File: src/gda_pkg.sv
// shared types, constants and calendar functions for the date unit
package gda_pkg;

  localparam int unsigned EpochYearDefault = 1970;
  localparam int unsigned MaxYear          = 9999;
  localparam int unsigned DaysPer400Y      = 146097;
  localparam int unsigned OrdWidth         = 23;
  localparam int unsigned MaxOrd           = 3652059; // days before year 10000
  localparam int unsigned MonthSatTotal    = MaxYear * 12; // month total of year 10000

  // reciprocal constants, exact floor division over the operand widths used
  localparam int unsigned Recip100Shift  = 21;  // 14-bit dividend
  localparam int unsigned Recip100       = ((1 << Recip100Shift) + 99) / 100;
  localparam int unsigned Recip12Shift   = 21;  // 17-bit dividend
  localparam int unsigned Recip12        = ((1 << Recip12Shift) + 11) / 12;
  localparam int unsigned Recip366Shift  = 27;  // 18-bit dividend
  localparam int unsigned Recip366       = ((1 << Recip366Shift) + 365) / 366;
  localparam int unsigned Recip400YShift = 40;  // 22-bit dividend
  localparam longint unsigned Recip400Y  =
    ((64'd1 << Recip400YShift) + 64'(DaysPer400Y) - 64'd1) / 64'(DaysPer400Y);

  typedef enum logic [1:0] {
    REQ_VALIDATE = 2'd0,
    REQ_ADD_DAYS = 2'd1,
    REQ_ADD_MON  = 2'd2,
    REQ_EPOCH    = 2'd3
  } req_e;

  typedef enum logic [1:0] {
    ST_OK       = 2'd0,
    ST_INVALID  = 2'd1,
    ST_OVERFLOW = 2'd2
  } status_e;

  typedef struct packed {
    logic [4:0]  day;
    logic [3:0]  month;
    logic [13:0] year;
    logic [1:0]  status;
  } date_t;

  // leap year test on a narrow year, century check by reciprocal multiply
  function automatic logic is_leap(input logic [13:0] y);
    logic [28:0] prod;
    logic [13:0] q100;
    logic        cent;
    begin
      prod    = 29'(y) * 29'(Recip100);
      q100    = 14'(prod >> Recip100Shift);
      cent    = (14'(q100 * 14'd100) == y);
      is_leap = (y[1:0] == 2'b00) && (!cent || (q100[1:0] == 2'b00));
    end
  endfunction

  // month length, zero for codes outside 1..12
  function automatic logic [4:0] month_len(input logic [3:0] m, input logic [13:0] y);
    begin
      unique case (m)
        4'd1, 4'd3, 4'd5, 4'd7, 4'd8, 4'd10, 4'd12: month_len = 5'd31;
        4'd4, 4'd6, 4'd9, 4'd11:                   month_len = 5'd30;
        4'd2:    month_len = is_leap(y) ? 5'd29 : 5'd28;
        default: month_len = 5'd0;
      endcase
    end
  endfunction

  // days before the first of month m in a common year
  function automatic logic [8:0] cum_days(input logic [3:0] m);
    begin
      unique case (m)
        4'd1:  cum_days = 9'd0;
        4'd2:  cum_days = 9'd31;
        4'd3:  cum_days = 9'd59;
        4'd4:  cum_days = 9'd90;
        4'd5:  cum_days = 9'd120;
        4'd6:  cum_days = 9'd151;
        4'd7:  cum_days = 9'd181;
        4'd8:  cum_days = 9'd212;
        4'd9:  cum_days = 9'd243;
        4'd10: cum_days = 9'd273;
        4'd11: cum_days = 9'd304;
        4'd12: cum_days = 9'd334;
        default: cum_days = 9'd0;
      endcase
    end
  endfunction

  // days from 0001-01-01 to jan 1 of year y
  function automatic logic [OrdWidth-1:0] days_before_year(input logic [13:0] y);
    logic [13:0] p;
    logic [28:0] prod;
    logic [13:0] q100;
    logic [23:0] acc;
    begin
      p    = y - 14'd1;
      prod = 29'(p) * 29'(Recip100);
      q100 = 14'(prod >> Recip100Shift);
      // p / 400 is the century count over four
      acc  = 24'(p) * 24'd365 + 24'(p >> 2) - 24'(q100) + 24'(q100 >> 2);
      days_before_year = OrdWidth'(acc);
    end
  endfunction

endpackage

File: src/gda_if.sv
// valid/ready channel interfaces for requests and results
interface gda_req_if;
  logic        valid;
  logic        ready;
  logic [1:0]  req_type;
  logic [4:0]  day_in;
  logic [3:0]  month_in;
  logic [13:0] year_in;
  logic [21:0] amount;
  modport source (output valid, req_type, day_in, month_in, year_in, amount, input ready);
  modport sink   (input valid, req_type, day_in, month_in, year_in, amount, output ready);
endinterface

interface gda_res_if;
  logic        valid;
  logic        ready;
  logic [4:0]  day_out;
  logic [3:0]  month_out;
  logic [13:0] year_out;
  logic [1:0]  status;
  modport source (output valid, day_out, month_out, year_out, status, input ready);
  modport sink   (input valid, day_out, month_out, year_out, status, output ready);
endinterface

File: src/gda_front.sv
// front stages: validation, ordinal day and month arithmetic
module gda_front #(
  parameter int unsigned EpochYear = gda_pkg::EpochYearDefault
) (
  input  logic                         clk_i,
  input  logic                         rst_ni,
  input  logic                         en_i,
  input  logic                         valid_i,
  input  logic [1:0]                   req_type_i,
  input  logic [4:0]                   day_i,
  input  logic [3:0]                   month_i,
  input  logic [13:0]                  year_i,
  input  logic [21:0]                  amount_i,
  output logic                         valid_o,
  output logic                         walk_o,   // result comes from ordinal walk
  output logic [gda_pkg::OrdWidth-1:0] ord_o,
  output gda_pkg::date_t               direct_o
);
  localparam int unsigned OW = gda_pkg::OrdWidth;
  localparam logic [OW-1:0] EpochOrd = OW'(gda_pkg::days_before_year(14'(EpochYear)));

  // stage 1 registers
  logic        v1_q;
  logic [1:0]  t1_q;
  logic [4:0]  d1_q;
  logic [3:0]  m1_q;
  logic [13:0] y1_q;
  logic [21:0] a1_q;
  logic        ok1_q;
  logic [OW-1:0] base1_q;
  logic [8:0]  cum1_q;
  logic [4:0]  mlen_d;
  logic        ok_d;

  always_comb begin
    mlen_d = gda_pkg::month_len(month_i, year_i);
    ok_d   = (month_i >= 4'd1) && (month_i <= 4'd12) && (year_i >= 14'd1) &&
             (year_i <= 14'(gda_pkg::MaxYear)) && (day_i >= 5'd1) && (day_i <= mlen_d);
  end

  // stage 1: validity, year base and month offset
  always_ff @(posedge clk_i or negedge rst_ni) begin
    if (!rst_ni) begin
      v1_q <= 1'b0;
    end else if (en_i) begin
      v1_q <= valid_i;
    end
  end

  always_ff @(posedge clk_i) begin
    if (en_i) begin
      t1_q    <= req_type_i;
      d1_q    <= day_i;
      m1_q    <= month_i;
      y1_q    <= year_i;
      a1_q    <= amount_i;
      ok1_q   <= ok_d;
      base1_q <= gda_pkg::days_before_year(year_i);
      cum1_q  <= gda_pkg::cum_days(month_i) +
                 9'(((month_i > 4'd2) && gda_pkg::is_leap(year_i)) ? 1 : 0);
    end
  end

  // stage 2: ordinal sum and month total
  logic [18:0] tot_d;
  logic [OW-1:0] ord_d;
  gda_pkg::date_t dir_d;
  logic        walk_d;

  always_comb begin
    tot_d = 19'(y1_q - 14'd1) * 19'd12 + 19'(m1_q - 4'd1);
    ord_d = base1_q + OW'(cum1_q) + OW'(d1_q - 5'd1) + OW'(a1_q);
    walk_d = 1'b0;
    dir_d  = '0;
    unique case (gda_pkg::req_e'(t1_q))
      gda_pkg::REQ_EPOCH: begin
        walk_d = 1'b1;
        ord_d  = EpochOrd + OW'(a1_q);
      end
      gda_pkg::REQ_VALIDATE: begin
        dir_d = '{day: d1_q, month: m1_q, year: y1_q, status: gda_pkg::ST_OK};
      end
      gda_pkg::REQ_ADD_DAYS: begin
        walk_d = 1'b1;
      end
      default: ;
    endcase
    if (!ok1_q && (gda_pkg::req_e'(t1_q) != gda_pkg::REQ_EPOCH)) begin
      walk_d = 1'b0;
      dir_d  = '{day: 5'd0, month: 4'd0, year: 14'd0, status: gda_pkg::ST_INVALID};
    end
  end

  // month total carried into stage 3 for the split by 12
  logic        v2_q;
  logic        walk2_q;
  logic        mon2_q;
  logic [22:0] tot2_q;
  logic [4:0]  d2_q;
  logic [OW-1:0] ord2_q;
  gda_pkg::date_t dir2_q;

  always_ff @(posedge clk_i or negedge rst_ni) begin
    if (!rst_ni) begin
      v2_q <= 1'b0;
    end else if (en_i) begin
      v2_q <= v1_q;
    end
  end

  always_ff @(posedge clk_i) begin
    if (en_i) begin
      walk2_q <= walk_d;
      mon2_q  <= ok1_q && (gda_pkg::req_e'(t1_q) == gda_pkg::REQ_ADD_MON);
      tot2_q  <= 23'(tot_d) + 23'(a1_q);
      d2_q    <= d1_q;
      ord2_q  <= ord_d;
      dir2_q  <= dir_d;
    end
  end

  // stage 3: split month total into year and month, only below the overflow total
  logic [34:0] qprod;
  logic [13:0] q12;
  logic [3:0]  r12;
  logic        msat_d;

  always_comb begin
    msat_d = tot2_q >= 23'(gda_pkg::MonthSatTotal);
    qprod  = 35'(tot2_q[16:0]) * 35'(gda_pkg::Recip12);
    q12    = 14'(qprod >> gda_pkg::Recip12Shift);
    r12    = 4'(tot2_q[16:0] - 17'(q12) * 17'd12);
  end

  logic        v3_q;
  logic        walk3_q;
  logic        mon3_q;
  logic        msat3_q;
  logic [13:0] ny3_q;
  logic [3:0]  nm3_q;
  logic [4:0]  d3_q;
  logic [OW-1:0] ord3_q;
  gda_pkg::date_t dir3_q;

  always_ff @(posedge clk_i or negedge rst_ni) begin
    if (!rst_ni) begin
      v3_q <= 1'b0;
    end else if (en_i) begin
      v3_q <= v2_q;
    end
  end

  always_ff @(posedge clk_i) begin
    if (en_i) begin
      walk3_q <= walk2_q;
      mon3_q  <= mon2_q;
      msat3_q <= msat_d;
      ny3_q   <= q12 + 14'd1;
      nm3_q   <= r12 + 4'd1;
      d3_q    <= d2_q;
      ord3_q  <= ord2_q;
      dir3_q  <= dir2_q;
    end
  end

  // stage 4: month result with day clamp or overflow
  logic [4:0]  lim4_d;
  gda_pkg::date_t dir4_d;

  always_comb begin
    lim4_d = gda_pkg::month_len(nm3_q, ny3_q);
    dir4_d = dir3_q;
    if (mon3_q) begin
      if (msat3_q) begin
        dir4_d = '{day: 5'd31, month: 4'd12, year: 14'(gda_pkg::MaxYear),
                   status: gda_pkg::ST_OVERFLOW};
      end else begin
        dir4_d = '{day: (d3_q > lim4_d) ? lim4_d : d3_q, month: nm3_q, year: ny3_q,
                   status: gda_pkg::ST_OK};
      end
    end
  end

  logic        v4_q;
  logic        walk4_q;
  logic [OW-1:0] ord4_q;
  gda_pkg::date_t dir4_q;

  always_ff @(posedge clk_i or negedge rst_ni) begin
    if (!rst_ni) begin
      v4_q <= 1'b0;
    end else if (en_i) begin
      v4_q <= v3_q;
    end
  end

  always_ff @(posedge clk_i) begin
    if (en_i) begin
      walk4_q <= walk3_q;
      ord4_q  <= ord3_q;
      dir4_q  <= dir4_d;
    end
  end

  assign valid_o  = v4_q;
  assign walk_o   = walk4_q;
  assign ord_o    = ord4_q;
  assign direct_o = dir4_q;
endmodule

File: src/gda_back.sv
// back stages: ordinal day to date
module gda_back (
  input  logic                         clk_i,
  input  logic                         rst_ni,
  input  logic                         en_i,
  input  logic                         valid_i,
  input  logic                         walk_i,
  input  logic [gda_pkg::OrdWidth-1:0] ord_i,
  input  gda_pkg::date_t               direct_i,
  output logic                         valid_o,
  output gda_pkg::date_t               date_o
);

  // leap test for year index e inside a 400-year cycle starting at year 1 mod 400
  function automatic logic cyc_leap(input logic [8:0] e);
    logic [9:0] n;
    begin
      n = 10'(e) + 10'd1;
      cyc_leap = (n[1:0] == 2'b00) &&
                 (((n != 10'd100) && (n != 10'd200) && (n != 10'd300)) || (n == 10'd400));
    end
  endfunction

  // stage 5: 400-year cycle count by reciprocal multiply, saturation check
  logic [44:0] cprod;
  logic [4:0]  cyc_d;
  always_comb begin
    cprod = 45'(ord_i[21:0]) * 45'(gda_pkg::Recip400Y);
    cyc_d = 5'(cprod >> gda_pkg::Recip400YShift);
  end

  logic        v5_q, w5_q, sat5_q;
  logic [4:0]  cyc5_q;
  logic [21:0] ord5_q;
  gda_pkg::date_t dir5_q;

  always_ff @(posedge clk_i or negedge rst_ni) begin
    if (!rst_ni) v5_q <= 1'b0;
    else if (en_i) v5_q <= valid_i;
  end
  always_ff @(posedge clk_i) begin
    if (en_i) begin
      w5_q   <= walk_i;
      sat5_q <= ord_i >= gda_pkg::OrdWidth'(gda_pkg::MaxOrd);
      cyc5_q <= cyc_d;
      ord5_q <= ord_i[21:0];
      dir5_q <= direct_i;
    end
  end

  // stage 6: day within the cycle and first year of the cycle
  logic        v6_q, w6_q, sat6_q;
  logic [13:0] yb6_q;
  logic [17:0] r6_q;
  gda_pkg::date_t dir6_q;

  always_ff @(posedge clk_i or negedge rst_ni) begin
    if (!rst_ni) v6_q <= 1'b0;
    else if (en_i) v6_q <= v5_q;
  end
  always_ff @(posedge clk_i) begin
    if (en_i) begin
      w6_q   <= w5_q;
      sat6_q <= sat5_q;
      yb6_q  <= 14'(cyc5_q) * 14'd400 + 14'd1;
      r6_q   <= 18'(ord5_q - 22'(cyc5_q) * 22'(gda_pkg::DaysPer400Y));
      dir6_q <= dir5_q;
    end
  end

  // stage 7: year estimate as day in cycle over 366, never above the true year
  logic [36:0] eprod;
  logic [8:0]  yest;
  always_comb begin
    eprod = 37'(r6_q) * 37'(gda_pkg::Recip366);
    yest  = 9'(eprod >> gda_pkg::Recip366Shift);
  end

  logic        v7_q, w7_q, sat7_q;
  logic [13:0] yb7_q;
  logic [17:0] r7_q;
  logic [8:0]  e7_q;
  gda_pkg::date_t dir7_q;

  always_ff @(posedge clk_i or negedge rst_ni) begin
    if (!rst_ni) v7_q <= 1'b0;
    else if (en_i) v7_q <= v6_q;
  end
  always_ff @(posedge clk_i) begin
    if (en_i) begin
      w7_q   <= w6_q;
      sat7_q <= sat6_q;
      yb7_q  <= yb6_q;
      r7_q   <= r6_q;
      e7_q   <= yest;
      dir7_q <= dir6_q;
    end
  end

  // stage 8: day of year from estimate, one correction
  logic [1:0]  c100;
  logic [17:0] dby, doy_raw, doy, ylen;
  logic [8:0]  e8;
  always_comb begin
    c100 = (e7_q >= 9'd300) ? 2'd3 : (e7_q >= 9'd200) ? 2'd2 :
           (e7_q >= 9'd100) ? 2'd1 : 2'd0;
    dby     = 18'(e7_q) * 18'd365 + 18'(e7_q >> 2) - 18'(c100);
    doy_raw = r7_q - dby;
    ylen    = cyc_leap(e7_q) ? 18'd366 : 18'd365;
    doy     = doy_raw;
    e8      = e7_q;
    if (doy_raw >= ylen) begin
      doy = doy_raw - ylen;
      e8  = e7_q + 9'd1;
    end
  end

  logic        v8_q, w8_q, sat8_q;
  logic [13:0] y8_q;
  logic [8:0]  e8_q;
  logic [8:0]  doy8_q;
  gda_pkg::date_t dir8_q;

  always_ff @(posedge clk_i or negedge rst_ni) begin
    if (!rst_ni) v8_q <= 1'b0;
    else if (en_i) v8_q <= v7_q;
  end
  always_ff @(posedge clk_i) begin
    if (en_i) begin
      w8_q   <= w7_q;
      sat8_q <= sat7_q;
      y8_q   <= yb7_q + 14'(e8);
      e8_q   <= e8;
      doy8_q <= 9'(doy);
      dir8_q <= dir7_q;
    end
  end

  // stage 9: month lookup over eleven independent compares
  logic [3:0] mo;
  logic [8:0] start;
  logic       lp;
  gda_pkg::date_t res_d;
  always_comb begin
    lp = cyc_leap(e8_q);
    mo = 4'd1;
    for (int k = 2; k <= 12; k++) begin
      if (doy8_q >= gda_pkg::cum_days(4'(k)) + 9'(((k > 2) && lp) ? 1 : 0)) mo = 4'(k);
    end
    start = gda_pkg::cum_days(mo) + 9'(((mo > 4'd2) && lp) ? 1 : 0);
    if (!w8_q) begin
      res_d = dir8_q;
    end else if (sat8_q) begin
      res_d = '{day: 5'd31, month: 4'd12, year: 14'(gda_pkg::MaxYear),
                status: gda_pkg::ST_OVERFLOW};
    end else begin
      res_d = '{day: 5'(doy8_q - start) + 5'd1, month: mo, year: y8_q,
                status: gda_pkg::ST_OK};
    end
  end

  logic v9_q;
  gda_pkg::date_t res_q;
  always_ff @(posedge clk_i or negedge rst_ni) begin
    if (!rst_ni) v9_q <= 1'b0;
    else if (en_i) v9_q <= v8_q;
  end
  always_ff @(posedge clk_i) begin
    if (en_i) res_q <= res_d;
  end

  assign valid_o = v9_q;
  assign date_o  = res_q;
endmodule

File: src/gregorian_date_arithmetic.sv
// gregorian date unit: validate, add days, add months, epoch day to date
// pipeline: nine register stages between a request beat and its result beat
// throughput: one request beat per cycle, whole pipe stalls when result is held
// reset: asynchronous active low clears all stage valid bits, no clearing pass
module gregorian_date_arithmetic #(
  parameter int unsigned EpochYear = gda_pkg::EpochYearDefault
) (
  input  logic       clk_i,
  input  logic       rst_ni,
  gda_req_if.sink    req,
  gda_res_if.source  res
);
  logic en;
  logic fv;
  logic fw;
  logic [gda_pkg::OrdWidth-1:0] ford;
  gda_pkg::date_t fdir;
  gda_pkg::date_t bdate;

  // pipe advances unless the output holds an untaken result
  assign en        = !res.valid || res.ready;
  assign req.ready = en;

  gda_front #(.EpochYear(EpochYear)) u_front (
    .clk_i, .rst_ni, .en_i(en), .valid_i(req.valid),
    .req_type_i(req.req_type), .day_i(req.day_in), .month_i(req.month_in),
    .year_i(req.year_in), .amount_i(req.amount),
    .valid_o(fv), .walk_o(fw), .ord_o(ford), .direct_o(fdir)
  );

  gda_back u_back (
    .clk_i, .rst_ni, .en_i(en), .valid_i(fv), .walk_i(fw), .ord_i(ford),
    .direct_i(fdir), .valid_o(res.valid), .date_o(bdate)
  );

  assign res.day_out   = bdate.day;
  assign res.month_out = bdate.month;
  assign res.year_out  = bdate.year;
  assign res.status    = bdate.status;
endmodule
File: src/flat_wrapper.sv
// flat-port wrapper written by rule: the top's interface ports become plain ports
module gregorian_date_arithmetic_flat 
#(
  parameter int unsigned EpochYear = gda_pkg::EpochYearDefault
)
  (clk_i, rst_ni, req_valid, req_req_type, req_day_in, req_month_in, req_year_in, req_amount, req_ready, res_valid, res_day_out, res_month_out, res_year_out, res_status, res_ready);
  gda_req_if req_i ();
  gda_res_if res_i ();
  input  logic clk_i;
  input  logic rst_ni;
  input wire logic [$bits(req_i.valid)-1:0] req_valid;
  input wire logic [$bits(req_i.req_type)-1:0] req_req_type;
  input wire logic [$bits(req_i.day_in)-1:0] req_day_in;
  input wire logic [$bits(req_i.month_in)-1:0] req_month_in;
  input wire logic [$bits(req_i.year_in)-1:0] req_year_in;
  input wire logic [$bits(req_i.amount)-1:0] req_amount;
  output wire logic [$bits(req_i.ready)-1:0] req_ready;
  output wire logic [$bits(res_i.valid)-1:0] res_valid;
  output wire logic [$bits(res_i.day_out)-1:0] res_day_out;
  output wire logic [$bits(res_i.month_out)-1:0] res_month_out;
  output wire logic [$bits(res_i.year_out)-1:0] res_year_out;
  output wire logic [$bits(res_i.status)-1:0] res_status;
  input wire logic [$bits(res_i.ready)-1:0] res_ready;
  assign req_i.valid = req_valid;
  assign req_i.req_type = req_req_type;
  assign req_i.day_in = req_day_in;
  assign req_i.month_in = req_month_in;
  assign req_i.year_in = req_year_in;
  assign req_i.amount = req_amount;
  assign req_ready = req_i.ready;
  assign res_valid = res_i.valid;
  assign res_day_out = res_i.day_out;
  assign res_month_out = res_i.month_out;
  assign res_year_out = res_i.year_out;
  assign res_status = res_i.status;
  assign res_i.ready = res_ready;
  gregorian_date_arithmetic #(.EpochYear(EpochYear)) u_core (.clk_i(clk_i), .rst_ni(rst_ni), .req(req_i), .res(res_i));
endmodule
File: config.mk
export PLATFORM = sky130hd
export DESIGN_NAME = gregorian_date_arithmetic_flat
export DESIGN_NICKNAME = d
export VERILOG_FILES = /design/src/gda_pkg.sv /design/src/gda_if.sv /design/src/gda_front.sv /design/src/gda_back.sv /design/src/gregorian_date_arithmetic.sv /design/src/flat_wrapper.sv
export SDC_FILE = /design/constraint.sdc
export NUM_CORES = 2
export LEC_CHECK = 0
export BUFFER_PORTS_ARGS = -buffer_cell sky130_fd_sc_hd__buf_4
export CAP_MARGIN = 20
export CORE_ASPECT_RATIO = 1.5
export CORE_MARGIN = 2
export CORE_UTILIZATION = 40
export CTS_BUF_LIST = sky130_fd_sc_hd__clkbuf_8 sky130_fd_sc_hd__clkbuf_16
export DETAILED_ROUTE_END_ITERATION = 7
export PLACE_DENSITY = 0.54
export SYNTH_ARGS = -nofsm -noshare
export SYNTH_HDL_FRONTEND = slang
export SYNTH_SLANG_ARGS = --single-unit
File: constraint.sdc
create_clock -name clk_i -period 25.2 [get_ports clk_i]
set_clock_uncertainty 0.05 [all_clocks]
set_input_delay 3.78 -clock clk_i [delete_from_list [all_inputs] [get_ports clk_i]]
set_output_delay 3.78 -clock clk_i [all_outputs]
set_load 0.02 [all_outputs]
# After elaboration in Yosys (flattened, before gate mapping)

Memory sizes are Yosys's and may differ from the RTL's.
Cells that the tools add are included.

Register bits after elaboration: 551
Bits in read-only memories: 288
Bits of input ports: 51
Memories: 2

Memories:

| memory          | words | bits a word | read ports | clocked after memory_dff | write ports | RTL line      | source |
|---|---|---|---|---|---|---|---|
| (no name shown) | 16    | 9           | 1          | 0                        | 0           | gda_pkg.sv:70 | `unique case (m)` |
| (no name shown) | 16    | 9           | 1          | 0                        | 0           | gda_pkg.sv:70 |  |

Add/subtract/negate cells: 40
Multipliers: 14
Magnitude comparators: 26
Equality and inequality tests: 38
Mux-type cells: 32
Bitwise logic cells: 1
Reductions and logical operators: 39

Operator list:

| operator                                                                | number |
|---|---|
| 25-bit 2-to-1 mux                                                       | 4 |
| 9-bit >= comparator                                                     | 10 |
| 14-bit by 13-bit multiplier with 27-bit output, second input constant   | 3 |
| 22-bit by 22-bit multiplier with 44-bit output, second input constant   | 1 |
| 4-bit == test, second input constant                                    | 10 |
| 4-bit 2-to-1 mux                                                        | 10 |
| 8-bit by 9-bit adder with 9-bit output, first input constant            | 4 |
| 18-bit subtractor                                                       | 2 |
| 17-bit by 18-bit multiplier with 35-bit output, second input constant   | 1 |
| 18-bit by 17-bit multiplier with 34-bit output, second input constant   | 1 |
| 4-bit by 3-bit == test with 1-bit output, second input constant         | 8 |
| 5-bit case mux with 3 select lines                                      | 2 |
| 14-bit by 1-bit adder with 14-bit output, second input constant         | 2 |
| 14-bit == test                                                          | 2 |
| 9-bit 2-to-1 mux                                                        | 3 |
| 8-bit by 5-bit multiplier with 12-bit output, second input constant     | 2 |
| 19-bit by 22-bit adder with 23-bit output                               | 1 |
| 20-bit by 22-bit adder with 23-bit output, first input constant         | 1 |
| 23-bit by 12-bit adder with 23-bit output                               | 1 |
| 23-bit by 22-bit adder with 23-bit output                               | 1 |
| 23-bit adder                                                            | 1 |
| 23-bit by 6-bit adder with 23-bit output                                | 1 |
| 23-bit by 9-bit adder with 23-bit output                                | 1 |
| 23-bit by 17-bit >= comparator with 1-bit output, second input constant | 1 |
| other kinds (63)                                                        | 117 |

# Longest topological paths before layout

Word-level depth: 27
Mapped depth: 52
Mapped depth without buffers: 52

# Cells and area by module

A second synthesis with hierarchy kept.

Cells, all modules: 5522
Area, all modules: 62657.6 µm²

Modules (own cells, without submodules):

| module                    | instances | cells each | area an instance (µm²) | sequential area each (µm²) |
|---|---|---|---|---|
| gda_front                 | 1         | 3175       | 34624.5                | 8478.1 |
| gda_back                  | 1         | 2346       | 28026.9                | 7722.4 |
| gregorian_date_arithmetic | 1         | 1          | 6.3                    | 0.0 |

# Worst setup path before layout

Ideal clock, no wire load.

Kind: input to register
From: input res_ready
To: register u_core.u_back.cyc5_q[0] (enable)
Arrival time: 14008 ps
Path slack: 6840 ps
Stages on the path: 3
Path buffers: 1
Cells stage by stage: nor2b_1 > clkbuf_1 > clkinv_1

Cells in the longest elaborated chain, start to end: 1

RTL lines:

| item                 | RTL line                        | source |
|---|---|---|
| from (decl)          | flat_wrapper.sv:23              | `input wire logic [$bits(res_i.ready)-1:0] res_ready;` |
| 1-bit logical OR     | gregorian_date_arithmetic.sv:21 | `assign en = !res.valid \|\| res.ready;` |
| net req_ready        | flat_wrapper.sv:17              | `output wire logic [$bits(req_i.ready)-1:0] req_ready;` |
| to (signal assigned) | gda_back.sv:45                  | `cyc5_q <= cyc_d;` |
| to (decl)            | gda_back.sv:33                  | `logic [4:0] cyc5_q;` |

The timed path passes the listed nets, and every way through them passes these cells.
A chain may end at the register's enable or synchronous reset.

# Worst setup path in the final report

From: input req_year_in[0]
To: register u_core.u_front.base1_q[21] (data pin)

Cells in the longest elaborated chain, start to end: 5
Elaborated cells on any way between the ends: 6
Those cells by class: add/sub (4); mul (2)

RTL lines:

| item                                              | RTL line           | source |
|---|---|---|
| from (decl)                                       | flat_wrapper.sv:15 | `input wire logic [$bits(req_i.year_in)-1:0] req_year_in;` |
| 14-bit by 1-bit subtractor with 14-bit output (*) | gda_pkg.sv:95      | `p = y - 14'd1;` |
| 14-bit by 9-bit multiplier with 23-bit output     | gda_pkg.sv:99      | `acc = 24'(p) * 24'd365 + 24'(p >> 2) - 24'(q100) + 24'(q100 >> 2);` |
| 23-bit by 12-bit adder with 23-bit output         | gda_pkg.sv:99      |  |
| 23-bit by 8-bit subtractor with 23-bit output     | gda_pkg.sv:99      |  |
| 23-bit by 6-bit adder with 23-bit output (*)      | gda_pkg.sv:99      |  |
| to (signal assigned)                              | gda_front.sv:58    | `base1_q <= gda_pkg::days_before_year(year_i);` |
| to (decl)                                         | gda_front.sv:30    | `logic [OW-1:0] base1_q;` |

Mark *: on every way between the ends. The rest lies on a longest branch, timed or not.

==> out/metrics.cfg <==
[sta]
hold_slack_ps=337.8
finalHoldViolations=0
fin_tns_setup_ps=0
relSlewSlack_pct=34.67
period_share_pct=63.77
fin_crit_ps=16070
setup_viol=0
fmax_mhz=62.23
slew_viol_final=0
rsz0062_at_grt=false
tightest_slew_ps=975.2

[clock_tree]
htreeDepth=2
clk_latency_ps=660
root_buffer=clkbuf_16
clk_pin_slew_ps=60
clk_path_buf_depth=3
numCtsBuffers=60
cts_sinks=541
postCtsSetupBuffers=0
cts_hold_buf=0
post_cts_resized=0
cts_tree=yes

[grt]
antenna_found_initial=3
grt_usage_pct=18.43
grt_pass1_wl_microns=228300
grt_pass1_vias=42020
grt_max_degree=166
grt-ovfl-total=0

[placement]
gp_congestion=0.9447
postPlaceCellArea_sq_um=65190
dp_hpwl_microns=120400
port_buffers=77

[die]
core-area_sq_um=153500
dieArea_sq_um=158100
initial_core_util_pct=40.37
dieWidth_microns=325.4
rows=176
dieHeight_microns=486.0
io_pins=78

[finish]
nFillCells=14610
multi_input_area_sq_um=40890
area_delta_synth_final_pct=8.491
stdcell_area_sq_um=67220
register_area_sq_um=16200
nets=7647
layout-drive-gt1-share_pct=4.149

[setup_path]
reg2reg_from=u_core.u_front.ny3_q[11]
critPathCaptureType=register
cp_slowest_cell=xnor2_2
critPathMaxStageDelay_ps=780
start_kind=input port
ff2ff_path_depth=44
r2r-end=u_core.u_front.direct_o[21]
arrival_ps=16420
worstSetupPathType=input port to register
cpMostUsedCell=fa_1
critPathRequiredTime_ps=25550
critPathMaxFanout=12
r2r_slack_ps=14820

[synth]
syn-num-nets=7521
postSynth.asyncResetShare_pct=1.664
synth_area_leader_cell=edfxtp_1
ys_ff_latch=541
syn_area_sq_um=61960
synth_ff_type=edfxtp_1
synthCells=5511
seq_area_frac_synth_pct=26.15
synth.distinct_cells=77
syn_area_per_cell_sq_um=11.24
synth-edff-count=532
yosys-top-cells-count=1,258 x inv_1, 1,206 x ha_1, 753 x fa_1
yosys-top-cells-area=edfxtp_1 26%, ha_1 24%, fa_1 24%, inv_1 7.6%, xnor2_1 3.1%
synth.yosys.warnings=0
synth_top_area_share_pct=25.78
yosysMostFrequentCell=inv_1

[route]
drt_iter0_markers=1644
drtPass1Iterations=5
vias=38190
wl_microns=141000
drc=0
drt.antenna.violating_nets=0
wire_per_inst_microns=18.23
routed_via_density=4.936

[min_path]
min_to=u_core.u_back.yb7_q[12]
min_from=u_core.u_back.yb6_q[12]
hold_depth=0
hold_path_class=register to register

[run]
maxCapViolations=0

[run_status]
outcome=completed

## worst max-delay path, delay by kind of cell
family,cells,cell delay (ps)
AO/OA/AOI/OAI,16,4330
XOR/XNOR,3,1260
adder cells (fa/ha/maj),11,4800
buffers and inverters,7,830
AND/OR/NAND/NOR,8,1380
## layout make-up
| type | count | share of cell area [%] |
|---|---|---|
| Antenna cell | 2 | 0.007445 |
| Multi-Input combinational cell | 3669 | 60.83 |
| Clock buffer | 60 | 2.234 |
| Timing Repair Buffer | 106 | 1.228 |
| Sequential cell | 541 | 24.10 |
| Clock inverter | 53 | 0.7482 |
| Tap cell | 2047 | 3.810 |
| Inverter | 1259 | 7.041 |
## worst max path at each step
stage / cells after the start / slack (ps) / endpoint / from
finish: 45 / 9130 / u_core.u_front.base1_q[21] / req_year_in[0]
global route: 45 / 8240 / u_core.u_front.base1_q[19] / req_year_in[0]
CTS: 45 / 9080 / u_core.u_front.base1_q[21] / req_year_in[0]
detailed placement: 45 / 8440 / u_core.u_front.base1_q[21] / req_year_in[0]
global placement: 45 / 8560 / u_core.u_front.base1_q[21] / req_year_in[0]
floorplan: 3 / 6840 / u_core.u_back.cyc5_q[0] / res_ready
## state kept, by name (all words and copies together), names as in the netlist, 18 cells and up
name / flops
u_core.u_front.a1_q: 22
u_core.u_front.ord3_q: 23
u_core.u_front.ord_o: 23
u_core.u_back.dir7_q: 25
u_core.u_front.ord2_q: 23
u_core.u_back.r6_q: 18
u_core.u_back.dir5_q: 25
u_core.u_back.ord5_q: 18
u_core.u_front.base1_q: 23
u_core.u_front.dir3_q: 24
u_core.u_front.direct_o: 25
u_core.u_back.dir8_q: 25
u_core.u_back.r7_q: 18
u_core.u_back.dir6_q: 25
u_core.u_front.dir2_q: 24
u_core.u_back.date_o: 25
u_core.u_front.tot2_q: 23
## placed cells by master, fill, tap and decap left out, types with 27 or more instances in the layout
cell type	Yosys	routed
buf_4	0	103
o21a_1	35	35
nand3_1	60	60
fa_1	753	753
a21oi_1	203	203
nand2_1	163	163
and3_1	29	29
o21ai_0	136	136
nand4_1	27	27
a31oi_1	27	27
ha_1	1206	1206
nor2b_1	41	41
inv_1	1258	1271
nor2_1	193	193
and2_1	40	40
a21o_1	70	70
xnor2_1	216	215
o21bai_1	31	31
edfxtp_1	532	532
clkbuf_16	0	60
nor3_1	57	56
xor2_1	102	102
## per-layer routing
| layer | global-route usage, % | vias up | part of all wire (%) |
|---|---|---|---|
| met5 | 0 | - | 0 |
| met4 | 6.596 | 0 | 3.8 |
| met3 | 1.437 | 208 | 1.8 |
| met2 | 37.06 | 413 | 57 |
| met1 | 19.79 | 19070 | 38 |
| li1 | - | 18510 | - |
## per-stage QoR
stage,worst slack (ps),instances,utilization [%]
after floorplan,6840,5511,-
after global routing,8239,7736,43.80
after CTS,9076,7734,43.78
final,9131,7737,43.80
after detailed placement,8438,7621,42.47
after global placement,8558,7620,42.47
## cells by family (layout without fill, tap and decap cells)
| group | count (synthesis) | in the layout | synth area share [%] |
|---|---|---|---|
| xor+xnor | 318 | 318 | 4.495 |
| compound gates | 658 | 658 | 6.799 |
| flops | 541 | 541 | 26.15 |
| simple gates | 719 | 719 | 5.707 |
| fa+ha+maj | 1959 | 1959 | 48.68 |
| other cells | 0 | 2 | 0 |
| buf+inv | 1301 | 1478 | 7.885 |
| mux | 15 | 15 | 0.2867 |
Power is not shown: default switching activity piles up to over one toggle a cycle in this logic, so the estimate is an artifact.
